## config.mk

```make
export PLATFORM = sky130hd
export DESIGN_NAME = integer_to_radix_text_core
export DESIGN_NICKNAME = d
export VERILOG_FILES = /design/src/hdl/irt_pkg.sv /design/src/hdl/irt_cell.sv /design/src/hdl/integer_to_radix_text_core.sv
export SDC_FILE = /design/constraint.sdc
export NUM_CORES = 1
export LEC_CHECK = 0
export ABC_AREA = 1
export BUFFER_PORTS_ARGS = -buffer_cell sky130_fd_sc_hd__buf_2
export CORE_AREA = 3 3 232 234
export DETAILED_ROUTE_END_ITERATION = 8
export DIE_AREA = 0 0 235 237
export REMOVE_ABC_BUFFERS = 1
export SLEW_MARGIN = 0
export SYNTH_ARGS = -nofsm -noshare
export SYNTH_HDL_FRONTEND = slang
export SYNTH_HIERARCHICAL = 1
export SYNTH_SLANG_ARGS = --single-unit
```

## constraint.sdc

```tcl
create_clock -name i_clk -period 6.8 [get_ports i_clk]
set_input_delay 0.34 -clock i_clk [delete_from_list [all_inputs] [get_ports i_clk]]
set_output_delay 0.34 -clock i_clk [all_outputs]
set_load 0.005 [all_outputs]
```

## src/hdl/irt_pkg.sv

```systemverilog
// Shared types, constants and helpers for the integer-to-radix-text core.
package irt_pkg;

    localparam int VALUE_BITS = 31;
    localparam int CELLS      = VALUE_BITS;
    localparam int CNT_W      = $clog2(VALUE_BITS + 1);
    localparam int DIGIT_W    = 4;

    localparam logic [1:0] RADIX_BIN = 2'd0;
    localparam logic [1:0] RADIX_DEC = 2'd1;
    localparam logic [1:0] RADIX_HEX = 2'd2;

    localparam logic [6:0] CHAR_ZERO  = 7'h30;
    localparam logic [6:0] CHAR_A_OFS = 7'h57;

    typedef struct packed {
        logic [VALUE_BITS-1:0] value;
        logic [1:0]            radix;
    } t_in_beat;

    typedef struct packed {
        logic [6:0] digit_char;
        logic       last;
    } t_out_beat;

    typedef enum logic [1:0] {
        ST_IDLE,
        ST_CONV,
        ST_EMIT
    } t_state;

    typedef struct packed {
        logic       clear;
        logic       conv;
        logic       emit;
        logic [1:0] radix;
    } t_cell_ctl;

    function automatic logic [6:0] digit_to_ascii(input logic [DIGIT_W-1:0] d);
        if (d <= DIGIT_W'(9)) begin
            return CHAR_ZERO + {3'b000, d};
        end
        return CHAR_A_OFS + {3'b000, d};
    endfunction

endpackage

```

## src/hdl/irt_cell.sv

```systemverilog
// One digit cell: shift-and-adjust during conversion, shift toward the top on emit.
module irt_cell (
    input  logic                          i_clk,
    input  irt_pkg::t_cell_ctl            i_ctl,
    input  logic                          i_carry,
    input  logic [irt_pkg::DIGIT_W-1:0]   i_digit_lo,
    output logic                          o_carry,
    output logic [irt_pkg::DIGIT_W-1:0]   o_digit
);
    import irt_pkg::*;

    logic [DIGIT_W-1:0] r_digit;
    logic [DIGIT_W-1:0] n_digit;
    logic [DIGIT_W-1:0] w_adj;
    logic               w_bin;
    logic               w_dec;

    assign w_bin = (i_ctl.radix == RADIX_BIN);
    assign w_dec = (i_ctl.radix == RADIX_DEC);
    assign w_adj = (w_dec && r_digit >= DIGIT_W'(5)) ? r_digit + DIGIT_W'(3) : r_digit;

    assign o_carry = w_bin ? r_digit[0] : w_adj[DIGIT_W-1];
    assign o_digit = r_digit;

    always_comb begin
        n_digit = r_digit;
        priority if (i_ctl.clear) begin
            n_digit = '0;
        end else if (i_ctl.conv) begin
            n_digit = w_bin ? {{(DIGIT_W-1){1'b0}}, i_carry} : {w_adj[DIGIT_W-2:0], i_carry};
        end else if (i_ctl.emit) begin
            n_digit = i_digit_lo;
        end
    end

    always_ff @(posedge i_clk) begin
        r_digit <= n_digit;
    end

endmodule

```

## src/hdl/integer_to_radix_text_core.sv

```systemverilog
// Top level: converts an unsigned integer to ASCII digits in base 2, 10 or 16.
//
//  channel | direction | handshake            | beat
//  in      | input     | i_in_valid/o_in_stall | t_in_beat  {value, radix}
//  out     | output    | o_out_valid/i_out_stall | t_out_beat {digit_char, last}
//
//  One item at a time. Accept cycle clears the cells, then the value is shifted
//  bit by bit through the digit chain (double dabble in decimal).
//  Emission then walks CELLS positions out of the top cell, skipping leading
//  zeros and delivering each digit in turn.
//  A stalled out beat holds the chain still. Reset returns to idle.
module integer_to_radix_text_core (
    input  logic                 i_clk,
    input  logic                 i_rst_n,
    input  logic                 i_in_valid,
    input  irt_pkg::t_in_beat    i_in_data,
    output logic                 o_in_stall,
    output logic                 o_out_valid,
    output irt_pkg::t_out_beat   o_out_data,
    input  logic                 i_out_stall
);
    import irt_pkg::*;

    t_state                r_state;
    t_state                n_state;
    logic [CNT_W-1:0]      r_cnt;
    logic [CNT_W-1:0]      n_cnt;
    logic                  r_seen;
    logic                  n_seen;
    logic [VALUE_BITS-1:0] r_val;
    logic [VALUE_BITS-1:0] n_val;
    logic [1:0]            r_radix;
    logic [1:0]            n_radix;

    t_cell_ctl             w_ctl;
    logic                  w_in_acc;
    logic                  w_out_acc;
    logic                  w_skip;
    logic                  w_last;
    logic [DIGIT_W-1:0]    w_top;
    logic [CELLS-1:0]      w_carry;
    logic [DIGIT_W-1:0]    w_digit [CELLS];

    // digit chain, cell 0 least significant
    for (genvar g = 0; g < CELLS; g++) begin : g_cell
        if (g == 0) begin : g_first
            irt_cell u_cell (
                .i_clk      (i_clk),
                .i_ctl      (w_ctl),
                .i_carry    (r_val[VALUE_BITS-1]),
                .i_digit_lo ({DIGIT_W{1'b0}}),
                .o_carry    (w_carry[g]),
                .o_digit    (w_digit[g])
            );
        end else begin : g_rest
            irt_cell u_cell (
                .i_clk      (i_clk),
                .i_ctl      (w_ctl),
                .i_carry    (w_carry[g-1]),
                .i_digit_lo (w_digit[g-1]),
                .o_carry    (w_carry[g]),
                .o_digit    (w_digit[g])
            );
        end
    end

    assign w_top     = w_digit[CELLS-1];
    assign w_last    = (r_cnt == CNT_W'(1));
    assign w_skip    = !r_seen && (w_top == '0) && !w_last;
    assign w_in_acc  = i_in_valid && !o_in_stall;
    assign w_out_acc = o_out_valid && !i_out_stall;

    assign o_out_data.digit_char = digit_to_ascii(w_top);
    assign o_out_data.last       = w_last;

    // next state
    always_comb begin
        n_state = r_state;
        unique case (r_state)
            ST_IDLE: if (i_in_valid) begin
                n_state = ST_CONV;
            end
            ST_CONV: if (w_last) begin
                n_state = ST_EMIT;
            end
            ST_EMIT: if (w_out_acc && w_last) begin
                n_state = ST_IDLE;
            end
            default: n_state = ST_IDLE;
        endcase
    end

    // outputs and datapath control
    always_comb begin
        o_in_stall  = 1'b1;
        o_out_valid = 1'b0;
        w_ctl.clear = 1'b0;
        w_ctl.conv  = 1'b0;
        w_ctl.emit  = 1'b0;
        w_ctl.radix = r_radix;
        unique case (r_state)
            ST_IDLE: begin
                o_in_stall  = 1'b0;
                w_ctl.clear = 1'b1;
            end
            ST_CONV: begin
                w_ctl.conv = 1'b1;
            end
            ST_EMIT: begin
                o_out_valid = !w_skip;
                w_ctl.emit  = w_skip || !i_out_stall;
            end
            default: begin
                o_in_stall = 1'b1;
            end
        endcase
    end

    always_comb begin
        n_cnt   = r_cnt;
        n_seen  = r_seen;
        n_val   = r_val;
        n_radix = r_radix;
        priority if (w_in_acc) begin
            n_cnt   = CNT_W'(VALUE_BITS);
            n_seen  = 1'b0;
            n_val   = i_in_data.value;
            n_radix = i_in_data.radix;
        end else if (w_ctl.conv) begin
            n_val = {r_val[VALUE_BITS-2:0], 1'b0};
            n_cnt = w_last ? CNT_W'(CELLS) : r_cnt - CNT_W'(1);
        end else if (w_ctl.emit) begin
            n_cnt  = r_cnt - CNT_W'(1);
            n_seen = r_seen || w_out_acc;
        end
    end

    always_ff @(posedge i_clk) begin
        if (!i_rst_n) begin
            r_state <= ST_IDLE;
            r_cnt   <= '0;
            r_seen  <= 1'b0;
        end else begin
            r_state <= n_state;
            r_cnt   <= n_cnt;
            r_seen  <= n_seen;
        end
        r_val   <= n_val;
        r_radix <= n_radix;
    end

`ifndef SYNTHESIS
    a_no_overflow: assert property (@(posedge i_clk) disable iff (!i_rst_n)
        w_ctl.conv |-> !w_carry[CELLS-1])
        else $error("digit chain overflow");

    a_no_overlap: assert property (@(posedge i_clk) disable iff (!i_rst_n)
        !o_in_stall |-> !o_out_valid)
        else $error("input taken while digits pending");

    a_no_gap: assert property (@(posedge i_clk) disable iff (!i_rst_n)
        (w_out_acc && !o_out_data.last) |=> o_out_valid)
        else $error("gap after a started number");

    a_char_range: assert property (@(posedge i_clk) disable iff (!i_rst_n)
        o_out_valid |-> ((o_out_data.digit_char >= 7'h30 && o_out_data.digit_char <= 7'h39)
                      || (o_out_data.digit_char >= 7'h61 && o_out_data.digit_char <= 7'h66)))
        else $error("digit character out of range");

    a_bin_digit: assert property (@(posedge i_clk) disable iff (!i_rst_n)
        (o_out_valid && r_radix == RADIX_BIN) |-> (w_top <= DIGIT_W'(1)))
        else $error("binary digit above one");
`endif

endmodule
```

---- Word-level counts from Yosys, hierarchy flattened ----
Cells that the tools add are included.
word-level totals
  bits in registers ....................... 165
  input bits .............................. 37
  output and inout bits ................... 10
  logic and storage cells ................. 334
cells by class
  $add $sub $neg .......................... 34
  magnitude comparators ................... 32
  eq/ne operators ......................... 7
  mux-type cells .......................... 172
  bitwise gates (word level) .............. 2
  reductions and logical operators ........ 51
operator list
  cell                   number
  $mux W4                123
  $ge A4 B3 Y1 const B   31
  $add A4 B2 Y4 const B  30
  $mux W31               2
  $logic_and A1 B1 Y1    36
  $mux W1                36
  $mux W5                4
  $mux W7                2
  $add A6 B4 Y7 const A  1
  $add A7 B4 Y7 const A  1
  $mux W2                3
  $ne A2 B2 Y1 const B   3
  $pmux W2 S3            1
  $eq A5 B1 Y1 const B   1
  $sub A5 B1 Y5 const B  1
  $eq A2 B1 Y1 const B   2
  $le A4 B4 Y1 const B   1
  $logic_not A1 Y1       4
  $logic_not A2 Y1       2
  $logic_not A4 Y1       1
  $reduce_bool A2 Y1     2
  $add A3 B2 Y3 const B  1
  $mux W3                1
  $reduce_and A3 Y1      1
  6 further kinds        8

---- Longest topological paths before layout ----
  depth in word-level cells ............... 9
  gate-level depth with buffers ........... 15

---- Hierarchy ----
The synthesis kept the hierarchy.
modules (own cells, without submodules)
  module                      instances  cells an instance  area each (µm²)  seq. area each (µm²)
  irt_cell                    31         55                 351.6            80.1
  integer_to_radix_text_core  1          229                2031.9           1151.1

---- Worst setup path before layout ----
OpenSTA, ideal clock, no wires.
  kind .................................... register to register
  start ................................... register r_radix[1]
  end ..................................... register g_cell[10].g_rest.u_cell.r_digit[0]
  setup time .............................. 0.056 ns
  arrival time ............................ 3.277 ns
  slack ................................... 3.467 ns
  cell stages (with the launch flop) ...... 8
  path buffers ............................ 0
  period minus slack after synthesis ...... 3.333 ns
  cells stage by stage .................... edfxtp_1 > nor2_1 > nand3b_1 > nand2_1 > nand2_1 > o211ai_1 > nand2_1 > inv_1
on the way
  cells in the longest elaborated chain, start to end .. 6
  elaborated cells between the ends (all ways) .. 7
  those cells by class .................... eq/ne (1); mux (4); reduce/logical (2)
RTL lines
  item                    RTL line                           source
  start, declared         integer_to_radix_text_core.sv:32   logic [1:0] r_radix;
  start signal, assigned  integer_to_radix_text_core.sv:149  r_radix <= n_radix;
  $eq A2 B1 Y1            irt_cell.sv:19                     assign w_dec = (i_ctl.radix == RADIX_DEC);
  $logic_and A1 B1 Y1     irt_cell.sv:20                     assign w_adj = (w_dec && r_digit >= DIGIT_W'(5)) ? r_digit + DIGIT_W'(3) : r_digit;
  $mux W4                 irt_cell.sv:20
  $mux W1 *               irt_cell.sv:22                     assign o_carry = w_bin ? r_digit[0] : w_adj[DIGIT_W-1];
  via w_carry[9]          integer_to_radix_text_core.sv:41   logic [CELLS-1:0] w_carry;
  $mux W4 *               irt_cell.sv:30                     n_digit = w_bin ? {{(DIGIT_W-1){1'b0}}, i_carry} : {w_adj[DIGIT_W-2:0], i_carry};
  $mux W4 *               irt_cell.sv:29                     end else if (i_ctl.conv) begin
  end signal, assigned    irt_cell.sv:37                     r_digit <= n_digit;
  end, declared           irt_cell.sv:12                     logic [DIGIT_W-1:0] r_digit;
The timed path passes the listed nets; every way through them passes the cells marked *.
A chain may end at the register's enable or synchronous reset.

==> flow_summary.toml <==
[routing]
first_iter_violations = 627
vias = 11771
post_drt_wl_per_cell_microns = 10.5
drt-total-wl_mm = 28.4
drc_errors = 0
drt-pass1-iter-count = 7
via_per_inst = 4.37
ant_nets = 0

[grt]
grt_overflow = 0
use_met3 = 0.0178
grt_pass1_vias = 11174
grt_pass1_wl_mm = 50.5
grt_max_degree = 94
grt_use_met1 = 0.137
top_usage_layer = "met2"
antenna_found_initial = 0
grt_use_met2 = 0.176
grt_usage = 0.103

[pwr]
p_sw_mw = 1.12
power_switching_share = 0.367
p_seq_frac = 0.405
p_per_area_nw_per_um2 = 210
ir_drop_uv = 201
finalPower_mw = 3.06
internal_power_mw = 1.94
clkPwrFrac = 0.306
p_leak_nw = 6.67
p_comb_frac = 0.289

[cts]
path_clk_slew_ns = 0.07
clock_path_buffers = 2
clk_latency_ns = 0.43
cts_hold_buf = 0
htreeDepth = 4
cts_buffers = 17
cts_root_buffer = "clkbuf_16"
post_cts.repair.setup_buffers = 0
cts_tree = "done"
cts.sinks = 165
cts_resized = 0

[min_path]
hold_path.class = "primary input to flop"
hold_path_depth = 1

[layout]
final_cell_area_sq_um = 14600
fin_cells = 2696
register_area_sq_um = 3630
multiInputGateArea_sq_um = 7990
area_growth_pct = 13.0
n_antenna_cell = 0
nFillCells = 5707
layout-drive-gt1-share = 0.145
fin_nets = 2099

[place]
dp.cells = 2664
gp_congestion = 0.802
placed_cell_area_sq_um = 14000
io_buffers = 46
hpwl_mm = 19.4

[floorplanning]
core_area_sq_um = 52200
die-width_microns = 235
die_area_sq_um = 55700
die_height_microns = 237
initial_core_util = 0.247
io_pins = 47
rows = 84

[setup_path]
path_class = "flop to flop"
worstSetupEndpointType = "flop"
required_ns = 7.11
cp-start-kind = "flop"
worstPathMaxFanout = 93
cp_data_arrival_time_ns = 3.05
rr_worst_depth = 12

[yosys]
synth_area_sq_um = 12900
netlist_instances = 1927
postSynthAreaPerCell_sq_um = 6.69
yosys_warnings = 6

[timing]
finalSetupViolCount = 0
finalCriticalPeriod_ns = 2.73
slew_headroom = 0.275
hold_violations = 0
fin_crit_sh = 0.402
skew_ns = 0.0101
maxSlewViolCount = 0
fmax_ghz = 0.366
tns_ns = 0
tightest_slew_ns = 1.09
rsz0062_at_grt = "no"

[status]
outcome = "complete, no violations"

[run]
cap_violations = 0
## cell type report
| class | count | area share |
|---|---|---|
| inverter | 333 | 0.0860 |
| tap | 688 | 0.0591 |
| clock inverter | 12 | 0.00713 |
| multi-input combinational | 1425 | 0.548 |
| clock buffer | 20 | 0.0309 |
| timing repair buffer | 53 | 0.0194 |
| sequential | 165 | 0.249 |
## worst max-delay path, stage by stage, from the launching register on
cell and delay [ns]:
dfxtp_1 0.35, inv_1 0.14, ha_1 0.17, nand2_1 0.05
nor2_1 0.19, nand2_1 0.08, nand2_1 0.07, nand2_2 0.12
clkinv_2 0.06, buf_4 0.80, inv_1 0.16, o21ai_0 0.28
a21oi_2 0.09
## metrics by stage
stage	worst slack (ns)	utilization	hold slack, ns
2_1_floorplan	3.47	-	0.425
3_3_place_gp	4.16	0.268	0.452
3_5_place_dp	4.13	0.268	0.463
4_1_cts	4.08	0.279	0.0574
5_1_grt	3.81	0.279	0.0540
6_report	4.07	0.279	0.0818
## layout by cell type (no fill, tap or decap)
cell type   count
xnor2_1        31
o21ai_1        30
clkbuf_4        1
inv_1         324
a21boi_2        1
ha_1           67
inv_6           2
nand3b_1       30
inv_2           7
xor2_1          4
clkbuf_16      17
nand2_4        33
edfxtp_1       33
nor2_2          2
buf_4           7
clkinvlp_4      4
clkinv_2        5
bufinv_16       1
buf_2          46
nand2_1       480
clkbuf_1        1
inv_4           2
nand3_1       192
a21oi_1         9
nand4_1         1
o211ai_1       32
nor2_4         33
dfxtp_1       132
a21oi_2        93
o21ai_0       220
nand2_2        35
clkbuf_8        1
conb_1          4
nor2_1        127
nor2_8          1
## flip-flops by register name, summed over array words and instances, names as in the netlist
signal                         cells
r_seen                             1
r_radix                            2
g_cell.g_first.u_cell/o_digit      4
g_cell.g_rest.u_cell/o_digit     120
r_state                            2
r_cnt                              5
r_val                             31
## per-layer routing
layer | up-vias | share of wire
met2 | 186 | 0.44
met5 | - | 0
li1 | 6370 | -
met4 | 0 | 0.0074
met3 | 13 | 0.040
met1 | 5202 | 0.51
## power by group through the flow
stage / clock (mW) / combinational (mW) / sequential [mW]
after floorplan: 0 / 0.700 / 1.24
after global placement: 0 / 0.888 / 1.26
after detailed placement: 0 / 0.889 / 1.26
after CTS: 0.969 / 0.893 / 1.24
after global routing: 1.00 / 1.03 / 1.26
final: 0.937 / 0.886 / 1.24
## path summary, 6_finish.rpt
| path | start | to | slack, ns |
|---|---|---|---|
| min reg2reg | r_seen | r_seen | 0.47 |
| min | i_in_data[1] | r_radix[1] | 0.08 |
| max | g_cell[30].g_rest.u_cell/o_digit[0] | g_cell[16].g_rest.u_cell/o_digit[3] | 4.07 |
| max reg2reg | g_cell[30].g_rest.u_cell/o_digit[0] | g_cell[16].g_rest.u_cell/o_digit[3] | 4.07 |
(Power assumes the default switching activity.)
